--- src/design/tcaoq_pkg.sv ---
`timescale 1ns / 1ps

package tcaoq_pkg;

   typedef logic [1:0] cmd_type;
   typedef logic [1:0] status_type;

   localparam cmd_type CMD_ENQUEUE    = 2'd0;
   localparam cmd_type CMD_DEQ_OLDEST = 2'd1;
   localparam cmd_type CMD_DEQ_CLASS0 = 2'd2;
   localparam cmd_type CMD_DEQ_CLASS1 = 2'd3;

   localparam status_type STATUS_OK    = 2'd0;
   localparam status_type STATUS_EMPTY = 2'd1;
   localparam status_type STATUS_FULL  = 2'd2;

   localparam int VALUE_W = 32;
   localparam int STAMP_W = 32;
   localparam int ENTRY_W = VALUE_W + STAMP_W;

endpackage

--- src/design/two_class_age_ordered_queue.sv ---
// A command taken at an edge with start high and busy low is registered in cmd_ff, class_ff
// and value_ff, and the head entries of both FIFO memories are read into rd0_ff and rd1_ff;
// its result is then registered onto the rsp_ ports, rsp_strobe high for one cycle. busy is
// high while a command is pending, so no new command is taken then. The receiver cannot stall.
// Reset (synchronous, active high) empties both FIFOs and clears the arrival counter;
// the FIFO memories are not cleared.
`timescale 1ns / 1ps

module two_class_age_ordered_queue #(
   parameter int QUEUE_DEPTH = 16
) (
   input  logic                                clock,
   input  logic                                reset,
   input  logic                                start,
   output logic                                busy,
   input  tcaoq_pkg::cmd_type                  req_cmd,
   input  logic                                req_item_class,
   input  logic signed [tcaoq_pkg::VALUE_W-1:0] req_item_value,
   output logic                                rsp_strobe,
   output tcaoq_pkg::status_type               rsp_status,
   output logic signed [tcaoq_pkg::VALUE_W-1:0] rsp_out_value,
   output logic                                rsp_out_class,
   output logic [tcaoq_pkg::STAMP_W-1:0]       rsp_out_stamp
);
   import tcaoq_pkg::*;

   localparam int ADDR_W = (QUEUE_DEPTH > 1) ? $clog2(QUEUE_DEPTH) : 1;
   localparam int CNT_W  = $clog2(QUEUE_DEPTH + 1);
   localparam logic [ADDR_W-1:0] LAST_ADDR = ADDR_W'(QUEUE_DEPTH - 1);
   localparam logic [CNT_W-1:0]  FULL_CNT  = CNT_W'(QUEUE_DEPTH);

   logic [ENTRY_W-1:0] mem0 [QUEUE_DEPTH];
   logic [ENTRY_W-1:0] mem1 [QUEUE_DEPTH];
   logic [ENTRY_W-1:0] rd0_ff, rd1_ff;

   logic [ADDR_W-1:0] head0_ff, head0_in, tail0_ff, tail0_in;
   logic [ADDR_W-1:0] head1_ff, head1_in, tail1_ff, tail1_in;
   logic [CNT_W-1:0]  count0_ff, count0_in, count1_ff, count1_in;
   logic [STAMP_W-1:0] arrival_ff, arrival_in;

   logic               pending_ff, pending_in;
   cmd_type            cmd_ff;
   logic               class_ff;
   logic [VALUE_W-1:0] value_ff;

   logic               strobe_ff, strobe_in;
   status_type         status_ff, status_in;
   logic [VALUE_W-1:0] out_value_ff, out_value_in;
   logic               out_class_ff, out_class_in;
   logic [STAMP_W-1:0] out_stamp_ff, out_stamp_in;

   logic               accept;
   logic               wr0, wr1;
   logic               empty0, empty1, full_sel, cat_older;
   logic [STAMP_W-1:0] stamp_diff;

   assign accept = start && !pending_ff;
   assign busy   = pending_ff;

   assign empty0     = (count0_ff == '0);
   assign empty1     = (count1_ff == '0);
   assign stamp_diff = rd1_ff[STAMP_W-1:0] - rd0_ff[STAMP_W-1:0];
   assign cat_older  = stamp_diff[STAMP_W-1];
   assign full_sel   = class_ff ? (count1_ff == FULL_CNT) : (count0_ff == FULL_CNT);

   always_comb begin
      logic do_pop0;
      logic do_pop1;
      do_pop0      = 1'b0;
      do_pop1      = 1'b0;
      wr0          = 1'b0;
      wr1          = 1'b0;
      head0_in     = head0_ff;
      head1_in     = head1_ff;
      tail0_in     = tail0_ff;
      tail1_in     = tail1_ff;
      count0_in    = count0_ff;
      count1_in    = count1_ff;
      arrival_in   = arrival_ff;
      pending_in   = accept;
      strobe_in    = pending_ff;
      status_in    = STATUS_OK;
      out_value_in = '0;
      out_class_in = 1'b0;
      out_stamp_in = '0;
      if (pending_ff) begin
         case (cmd_ff)
            CMD_ENQUEUE: begin
               if (full_sel) begin
                  status_in = STATUS_FULL;
               end else begin
                  wr0          = !class_ff;
                  wr1          = class_ff;
                  out_class_in = class_ff;
                  out_stamp_in = arrival_ff;
                  arrival_in   = arrival_ff + 1'b1;
               end
            end
            CMD_DEQ_CLASS0: begin
               if (empty0) status_in = STATUS_EMPTY;
               else do_pop0 = 1'b1;
            end
            CMD_DEQ_CLASS1: begin
               if (empty1) status_in = STATUS_EMPTY;
               else do_pop1 = 1'b1;
            end
            CMD_DEQ_OLDEST: begin
               if (empty0 && empty1) status_in = STATUS_EMPTY;
               else if (empty1) do_pop0 = 1'b1;
               else if (empty0) do_pop1 = 1'b1;
               else if (cat_older) do_pop1 = 1'b1;
               else do_pop0 = 1'b1;
            end
            default: status_in = STATUS_OK;
         endcase
         if (wr0) begin
            tail0_in  = (tail0_ff == LAST_ADDR) ? '0 : tail0_ff + 1'b1;
            count0_in = count0_ff + 1'b1;
         end
         if (wr1) begin
            tail1_in  = (tail1_ff == LAST_ADDR) ? '0 : tail1_ff + 1'b1;
            count1_in = count1_ff + 1'b1;
         end
         if (do_pop0) begin
            out_value_in = rd0_ff[ENTRY_W-1:STAMP_W];
            out_stamp_in = rd0_ff[STAMP_W-1:0];
            out_class_in = 1'b0;
            head0_in     = (head0_ff == LAST_ADDR) ? '0 : head0_ff + 1'b1;
            count0_in    = count0_ff - 1'b1;
         end
         if (do_pop1) begin
            out_value_in = rd1_ff[ENTRY_W-1:STAMP_W];
            out_stamp_in = rd1_ff[STAMP_W-1:0];
            out_class_in = 1'b1;
            head1_in     = (head1_ff == LAST_ADDR) ? '0 : head1_ff + 1'b1;
            count1_in    = count1_ff - 1'b1;
         end
      end
   end

   // head entries read at accept; writes land while the command is pending, before the next accept
   always_ff @(posedge clock) begin
      if (wr0) mem0[tail0_ff] <= {value_ff, arrival_ff};
      if (accept) rd0_ff <= mem0[head0_ff];
   end

   always_ff @(posedge clock) begin
      if (wr1) mem1[tail1_ff] <= {value_ff, arrival_ff};
      if (accept) rd1_ff <= mem1[head1_ff];
   end

   always_ff @(posedge clock) begin
      if (reset) begin
         head0_ff   <= '0;
         tail0_ff   <= '0;
         count0_ff  <= '0;
         head1_ff   <= '0;
         tail1_ff   <= '0;
         count1_ff  <= '0;
         arrival_ff <= '0;
         pending_ff <= 1'b0;
         strobe_ff  <= 1'b0;
      end else begin
         head0_ff   <= head0_in;
         tail0_ff   <= tail0_in;
         count0_ff  <= count0_in;
         head1_ff   <= head1_in;
         tail1_ff   <= tail1_in;
         count1_ff  <= count1_in;
         arrival_ff <= arrival_in;
         pending_ff <= pending_in;
         strobe_ff  <= strobe_in;
      end
   end

   always_ff @(posedge clock) begin
      if (accept) begin
         cmd_ff   <= req_cmd;
         class_ff <= req_item_class;
         value_ff <= req_item_value;
      end
      status_ff    <= status_in;
      out_value_ff <= out_value_in;
      out_class_ff <= out_class_in;
      out_stamp_ff <= out_stamp_in;
   end

   assign rsp_strobe    = strobe_ff;
   assign rsp_status    = status_ff;
   assign rsp_out_value = out_value_ff;
   assign rsp_out_class = out_class_ff;
   assign rsp_out_stamp = out_stamp_ff;

`ifndef SYNTHESIS
   a_one_response: assert property (@(posedge clock) disable iff (reset)
      pending_ff |=> (strobe_ff && !pending_ff))
      else $error("transaction did not give exactly one response");

   a_count_bound: assert property (@(posedge clock) disable iff (reset)
      (count0_ff <= FULL_CNT) && (count1_ff <= FULL_CNT))
      else $error("FIFO count beyond depth");

   a_full_no_stamp: assert property (@(posedge clock) disable iff (reset)
      (strobe_ff && (status_ff == STATUS_FULL)) |-> $stable(arrival_ff))
      else $error("arrival counter moved on a dropped enqueue");

   a_empty_no_move: assert property (@(posedge clock) disable iff (reset)
      (strobe_ff && (status_ff == STATUS_EMPTY)) |->
         ($stable(count0_ff) && $stable(count1_ff)))
      else $error("FIFO state changed on an empty dequeue");
`endif

endmodule

--- config.mk ---
export PLATFORM = sky130hd
export DESIGN_NAME = two_class_age_ordered_queue
export DESIGN_NICKNAME = d
export VERILOG_FILES = /design/src/design/tcaoq_pkg.sv /design/src/design/two_class_age_ordered_queue.sv
export SDC_FILE = /design/constraint.sdc
export NUM_CORES = 2
export LEC_CHECK = 0
export ABC_AREA = 1
export BUFFER_PORTS_ARGS = -buffer_cell sky130_fd_sc_hd__buf_2
export CAP_MARGIN = 20
export CORE_ASPECT_RATIO = 0.75
export CORE_UTILIZATION = 35
export DETAILED_ROUTE_END_ITERATION = 12
export HOLD_SLACK_MARGIN = 0.08
export SETUP_SLACK_MARGIN = 0.4
export SYNTH_ARGS = -nofsm -noshare
export SYNTH_HDL_FRONTEND = slang
export SYNTH_SLANG_ARGS = --single-unit
--- constraint.sdc ---
create_clock -name clock -period 29 [get_ports clock]
set_input_delay 5.8 -clock clock [delete_from_list [all_inputs] [get_ports clock]]
set_output_delay 5.8 -clock clock [all_outputs]
set_load 0.01 [all_outputs]
Yosys cells after proc, flatten, opt, wreduce, memory -nomap -nowiden
Memories as Yosys holds them, arrays and structs flattened. A register that Yosys moved wholly into a read port is not among the register bits.
Index checks and enable logic that the tools add are counted.
Widths: inputs -> output; s select.
Storage, ports and cells
  register bits after elaboration: 162
  RAM bits: 2048
  bits of input ports: 38
  output and inout port bits: 69
  word-level logic and storage cells: 102
  memories kept: 2
Memories
  mem0: words 16, bits a word 64, read ports 1, clocked after memory_dff 1, wr ports 1, RTL line two_class_age_ordered_queue.sv:32  | logic [ENTRY_W-1:0] mem0 [QUEUE_DEPTH];
  mem1: words 16, bits a word 64, read ports 1, clocked after memory_dff 1, wr ports 1, RTL line two_class_age_ordered_queue.sv:33  | logic [ENTRY_W-1:0] mem1 [QUEUE_DEPTH];
Cells by class
  $add $sub $neg: 10
  equal/unequal tests: 9
  muxes and demuxes: 48
  bitwise operators: 1
  reduce and logical (&&, ||, !) cells: 16
Operators by type and width (count)
  $mux 32: 6
  $add 32x1->32 const B: 1
  $sub 32x32->32: 1
  $mux 1: 30
  $mux 5: 4
  $add 4x1->4 const B: 4
  $eq 4x4->1 const B: 4
  $mux 4: 4
  $reduce_and 2->1: 6
  $add 5x1->5 const B: 2
  $eq 5x5->1 const B: 2
  $logic_not 5->1: 2
  $sub 5x1->5 const B: 2
  $pmux 2 s4: 1
  $eq 2x2->1 const B: 2
  $pmux 1 s2: 2
  $reduce_bool 2->1: 2
  $reduce_and 3->1: 1
  $eq 2x1->1 const B: 1
  $logic_and 1x1->1: 2
  $logic_not 1->1: 2
  $logic_not 2->1: 1
  $mux 2: 1
  $not 1->1: 1

Depth between registers and ports, before layout
  depth in word-level cells: 9
  mapped depth: 28
  depth with buffers taken out: 27

Worst setup path after synthesis
Ideal clock, no wire load.
  path kind: input-to-reg
  start point: in start
  end point: reg class_ff, enable pin
  setup time: 0.693 ns
  arrival time: 12.690 ns
  data required time: 28.307 ns
  setup slack: 15.616 ns
  stages on the path: 2
  buffers on the path: 0
  cell sequence: inv_1 nor2_1
Between the ends
  cells in the longest elaborated chain, start to end: 1
Ends and longest elaborated chain
  from (decl): RTL line two_class_age_ordered_queue.sv:14  | input logic start,
  $logic_and 1x1->1: RTL line two_class_age_ordered_queue.sv:57  | assign accept = start && !pending_ff;
  named net accept: RTL line two_class_age_ordered_queue.sv:52  | logic accept;
  to (signal assigned): RTL line two_class_age_ordered_queue.sv:179  | class_ff <= req_item_class;
  to (decl): RTL line two_class_age_ordered_queue.sv:43  | logic class_ff;
The timed path passes the listed nets, and every way through them passes these cells.
A chain may end at the register's enable or synchronous reset.

Worst setup path in the final report
  start point: in start
  end point: reg value_ff[15], enable pin
Between the ends
  cells in the longest elaborated chain, start to end: 1
Ends and longest elaborated chain
  $logic_and 1x1->1: RTL line two_class_age_ordered_queue.sv:57
  named net accept: RTL line two_class_age_ordered_queue.sv:52
  to (signal assigned): RTL line two_class_age_ordered_queue.sv:180  | value_ff <= req_item_value;
  to (decl): RTL line two_class_age_ordered_queue.sv:44  | logic [VALUE_W-1:0] value_ff;
The timed path passes the listed nets, and every way through them passes these cells.

==> results_dict.tcl <==
set metrics [dict create \
    fp.dieArea_um2 260500 \
    slew_headroom_pct 22.86 \
    placed_cell_area_um2 95110 \
    nFillCells 23410 \
    hold_buffers 0 \
    switching_share_pct 20.67 \
    synth_common_cells "2,211 x edfxtp_1, 1,146 x nor2_1, 854 x o21ai_0" \
    cts.htree.levels 4 \
    p_int_uw 5390 \
    total_power_uw 6795 \
    cap_violations 0 \
    p_comb_share_pct 1.9 \
    cts_made_buffers 227 \
    antenna_found_initial 21 \
    cts_setup_buffers 0 \
    clockBufferDepth 4 \
    hold_viol_final 0 \
    num-nets-final 6695 \
    vdd_drop_max_mv 0.04983 \
    gp_congestion 0.8519 \
    yosys_register_bits 2338 \
    seq_area_frac_synth_pct 76.22 \
    grt_first_pass_wirelength_mm 377.3 \
    arrival_ns 8.37 \
    critPathCaptureType "flop" \
    grt_max_degree 163 \
    syn_nets 6627 \
    synth_edf_count 2211 \
    grt_use_total_pct 19.72 \
    syn_to_final_growth_pct 13.78 \
    crit_type "primary input to flop" \
    whs_ns 0.4710 \
    die_height_um 442.2 \
    drv_slew 0 \
    via_per_inst 5.603 \
    synth_top_area_cell "edfxtp_1" \
    pin_count 107 \
    p_sw_uw 1405 \
    port_buffers 106 \
    wl_per_cell_um 25.91 \
    finalWirelength_mm 264.6 \
    syn_area_um2 90450 \
    p_leak_uw 0.03257 \
    ys_types 53 \
    critPathLaunchType "primary input" \
    finalCriticalPeriod_ns 7.872 \
    antenna_left 0 \
    drc_errors 0 \
    cellPowerDensity_nw_per_um2 66.03 \
    ys_top_cells_by_area "edfxtp_1 73%, nor2_1 4.8%, o21ai_0 4.7%, dfxtp_1 2.8%, o221ai_1 2.1%" \
    place_hpwl_mm 138.2 \
    tritoncts "yes" \
    drtPass1Iterations 6 \
    clockPowerShare_pct 43.6 \
    ys.flop_type "edfxtp_1" \
    gr-total-overflow 0 \
    coreArea_um2 256800 \
    rsz0062_at_grt "false" \
    die_w_um 589.0 \
    yosysWarnings 0 \
    num_vias 57220 \
    crit_fanout 54 \
    timing.rr.start "head0_ff[1]" \
    fin_area_um2 102900 \
    cts.sinks 2338 \
    tightest_slew_ns 1.157 \
    synth_top_cell_area_share_pct 73.41 \
    finalSetupTns_ns 0 \
    synth_most_common_cell "edfxtp_1" \
    synthArstFlopShare_pct 0 \
    clock.fmax_ghz 0.1270 \
    critPathLaunch "start" \
    setup_viol 0 \
    status "finished, final reports clean" \
    holdCritPathClass "flop to flop" \
    path_clk_slew_ns 0.07 \
    period_share_pct 27.15 \
    critPathRequiredTime_ns 29.50 \
    cts_resized 0 \
    seq_area_um2 68960 \
    layout-drive-gt1-share_pct 10.01 \
    drt_iter0_drc 7503 \
    seqPwrFrac_pct 54.6 \
    start_util_pct 35.22 \
    fin_skew_ns 0.07156 \
    syn_avg_cell_area_um2 13.84 \
    cts-root-buf "clkbuf_16" \
    rows 161 \
    grt_pass1_vias 52750 \
    syn-instance-count 6537 \
    min_from "count1_ff[4]" \
    multi_input_area_um2 19530 \
    insertion_delay_ns 0.92 \
]
-- path summary, 6_finish.rpt --
| check | endpoint | depth (start not counted) | slack, ns |
|---|---|---|---|
| worst max register to register | rd0_ff[25] | 7 | 24.22 |
| worst max-delay path | value_ff[15] | 6 | 21.13 |
| worst min-delay path | count1_ff[4] | 2 | 0.47 |
| worst min register to register | count1_ff[4] | 2 | 0.47 |
-- layout make-up --
type	count	area share, %
clock buffer	294	6.018
tap	3423	4.162
timing repair buffer	271	2.154
sequential	2338	67.01
multi-input combinational	3627	18.98
clock inverter	116	1.120
inverter	140	0.5471
antenna	4	0.009727
-- state kept, by name, summed over array words and instances, names as in the netlist --
| signal | flops |
|---|---|
| rd0_ff | 64 |
| cmd_ff | 2 |
| rsp_out_value | 32 |
| count0_ff | 5 |
| mem1 | 1024 |
| rsp_strobe | 1 |
| value_ff | 32 |
| head0_ff | 4 |
| rsp_out_class | 1 |
| count1_ff | 5 |
| busy | 1 |
| tail0_ff | 4 |
| arrival_ff | 32 |
| head1_ff | 4 |
| tail1_ff | 4 |
| rd1_ff | 64 |
| mem0 | 1024 |
| rsp_out_stamp | 32 |
| rsp_status | 2 |
| class_ff | 1 |
-- power by group through the flow --
| stage | Combinational (uW) | Clock, uW | Sequential (uW) |
|---|---|---|---|
| 2_1_floorplan | 71.5 | 0 | 3780 |
| 3_3_place_gp | 114 | 0 | 3780 |
| 3_5_place_dp | 117 | 0 | 3790 |
| 4_1_cts | 117 | 3000 | 3710 |
| 5_1_grt | 138 | 3130 | 3710 |
| 6_report | 128 | 2960 | 3710 |
-- per-layer routing --
layer / GRT usage, % / share of wire (%) / up-vias
met5: 0 / 0 / -
met4: 4.530 / 2.2 / 0
met3: 3.503 / 11 / 363
met2: 29.36 / 44 / 3106
met1: 29.87 / 44 / 28980
li1: - / - / 24770
-- cell families after synthesis --
group	share of synthesized area, %
AOI/OAI and AO/OA	10.70
adders and majority gates	0.7276
muxes	1.228
DFF	76.22
and+or+nand+nor	8.462
xor gates and xnor gates	0.1840
buffers and inverters	2.483
-- cell usage in the layout, fill, tap and decap left out, drive strengths merged --
master / instances
inv: 159
nor3b: 2
bufinv: 18
a21o: 2
o211ai: 69
a21oi: 63
nand4: 12
edfxtp: 2211
o221ai: 215
a31oi: 3
xor2: 19
o32ai: 145
o21ai: 859
fa: 1
or4: 1
nor2: 1154
ha: 51
mux2i: 111
clkbuf: 294
buf: 271
nor4: 8
diode: 4
and3: 2
o22ai: 153
o41ai: 5
or2: 2
and2b: 1
clkinv: 74
clkinvlp: 5
nand2: 446
a211oi: 3
a32o: 32
nand3: 247
dfxtp: 127
nor3: 21
-- critical path, cell delays in order --
cell	delay, ns
buf_2	0.08
inv_1	0.07
nor2_4	0.34
buf_4	0.41
buf_4	0.69
buf_4	0.81
-- through the flow --
| step | cells | utilization (%) | worst slack, ns |
|---|---|---|---|
| floorplan | 6537 | - | 15.62 |
| global placement | 9773 | 36.96 | 20.31 |
| detailed placement | 9782 | 37.03 | 20.24 |
| CTS | 10190 | 39.89 | 21.18 |
| global route | 10210 | 40.07 | 21.06 |
| finish | 10210 | 40.07 | 21.13 |
(Power assumes the default switching activity.)
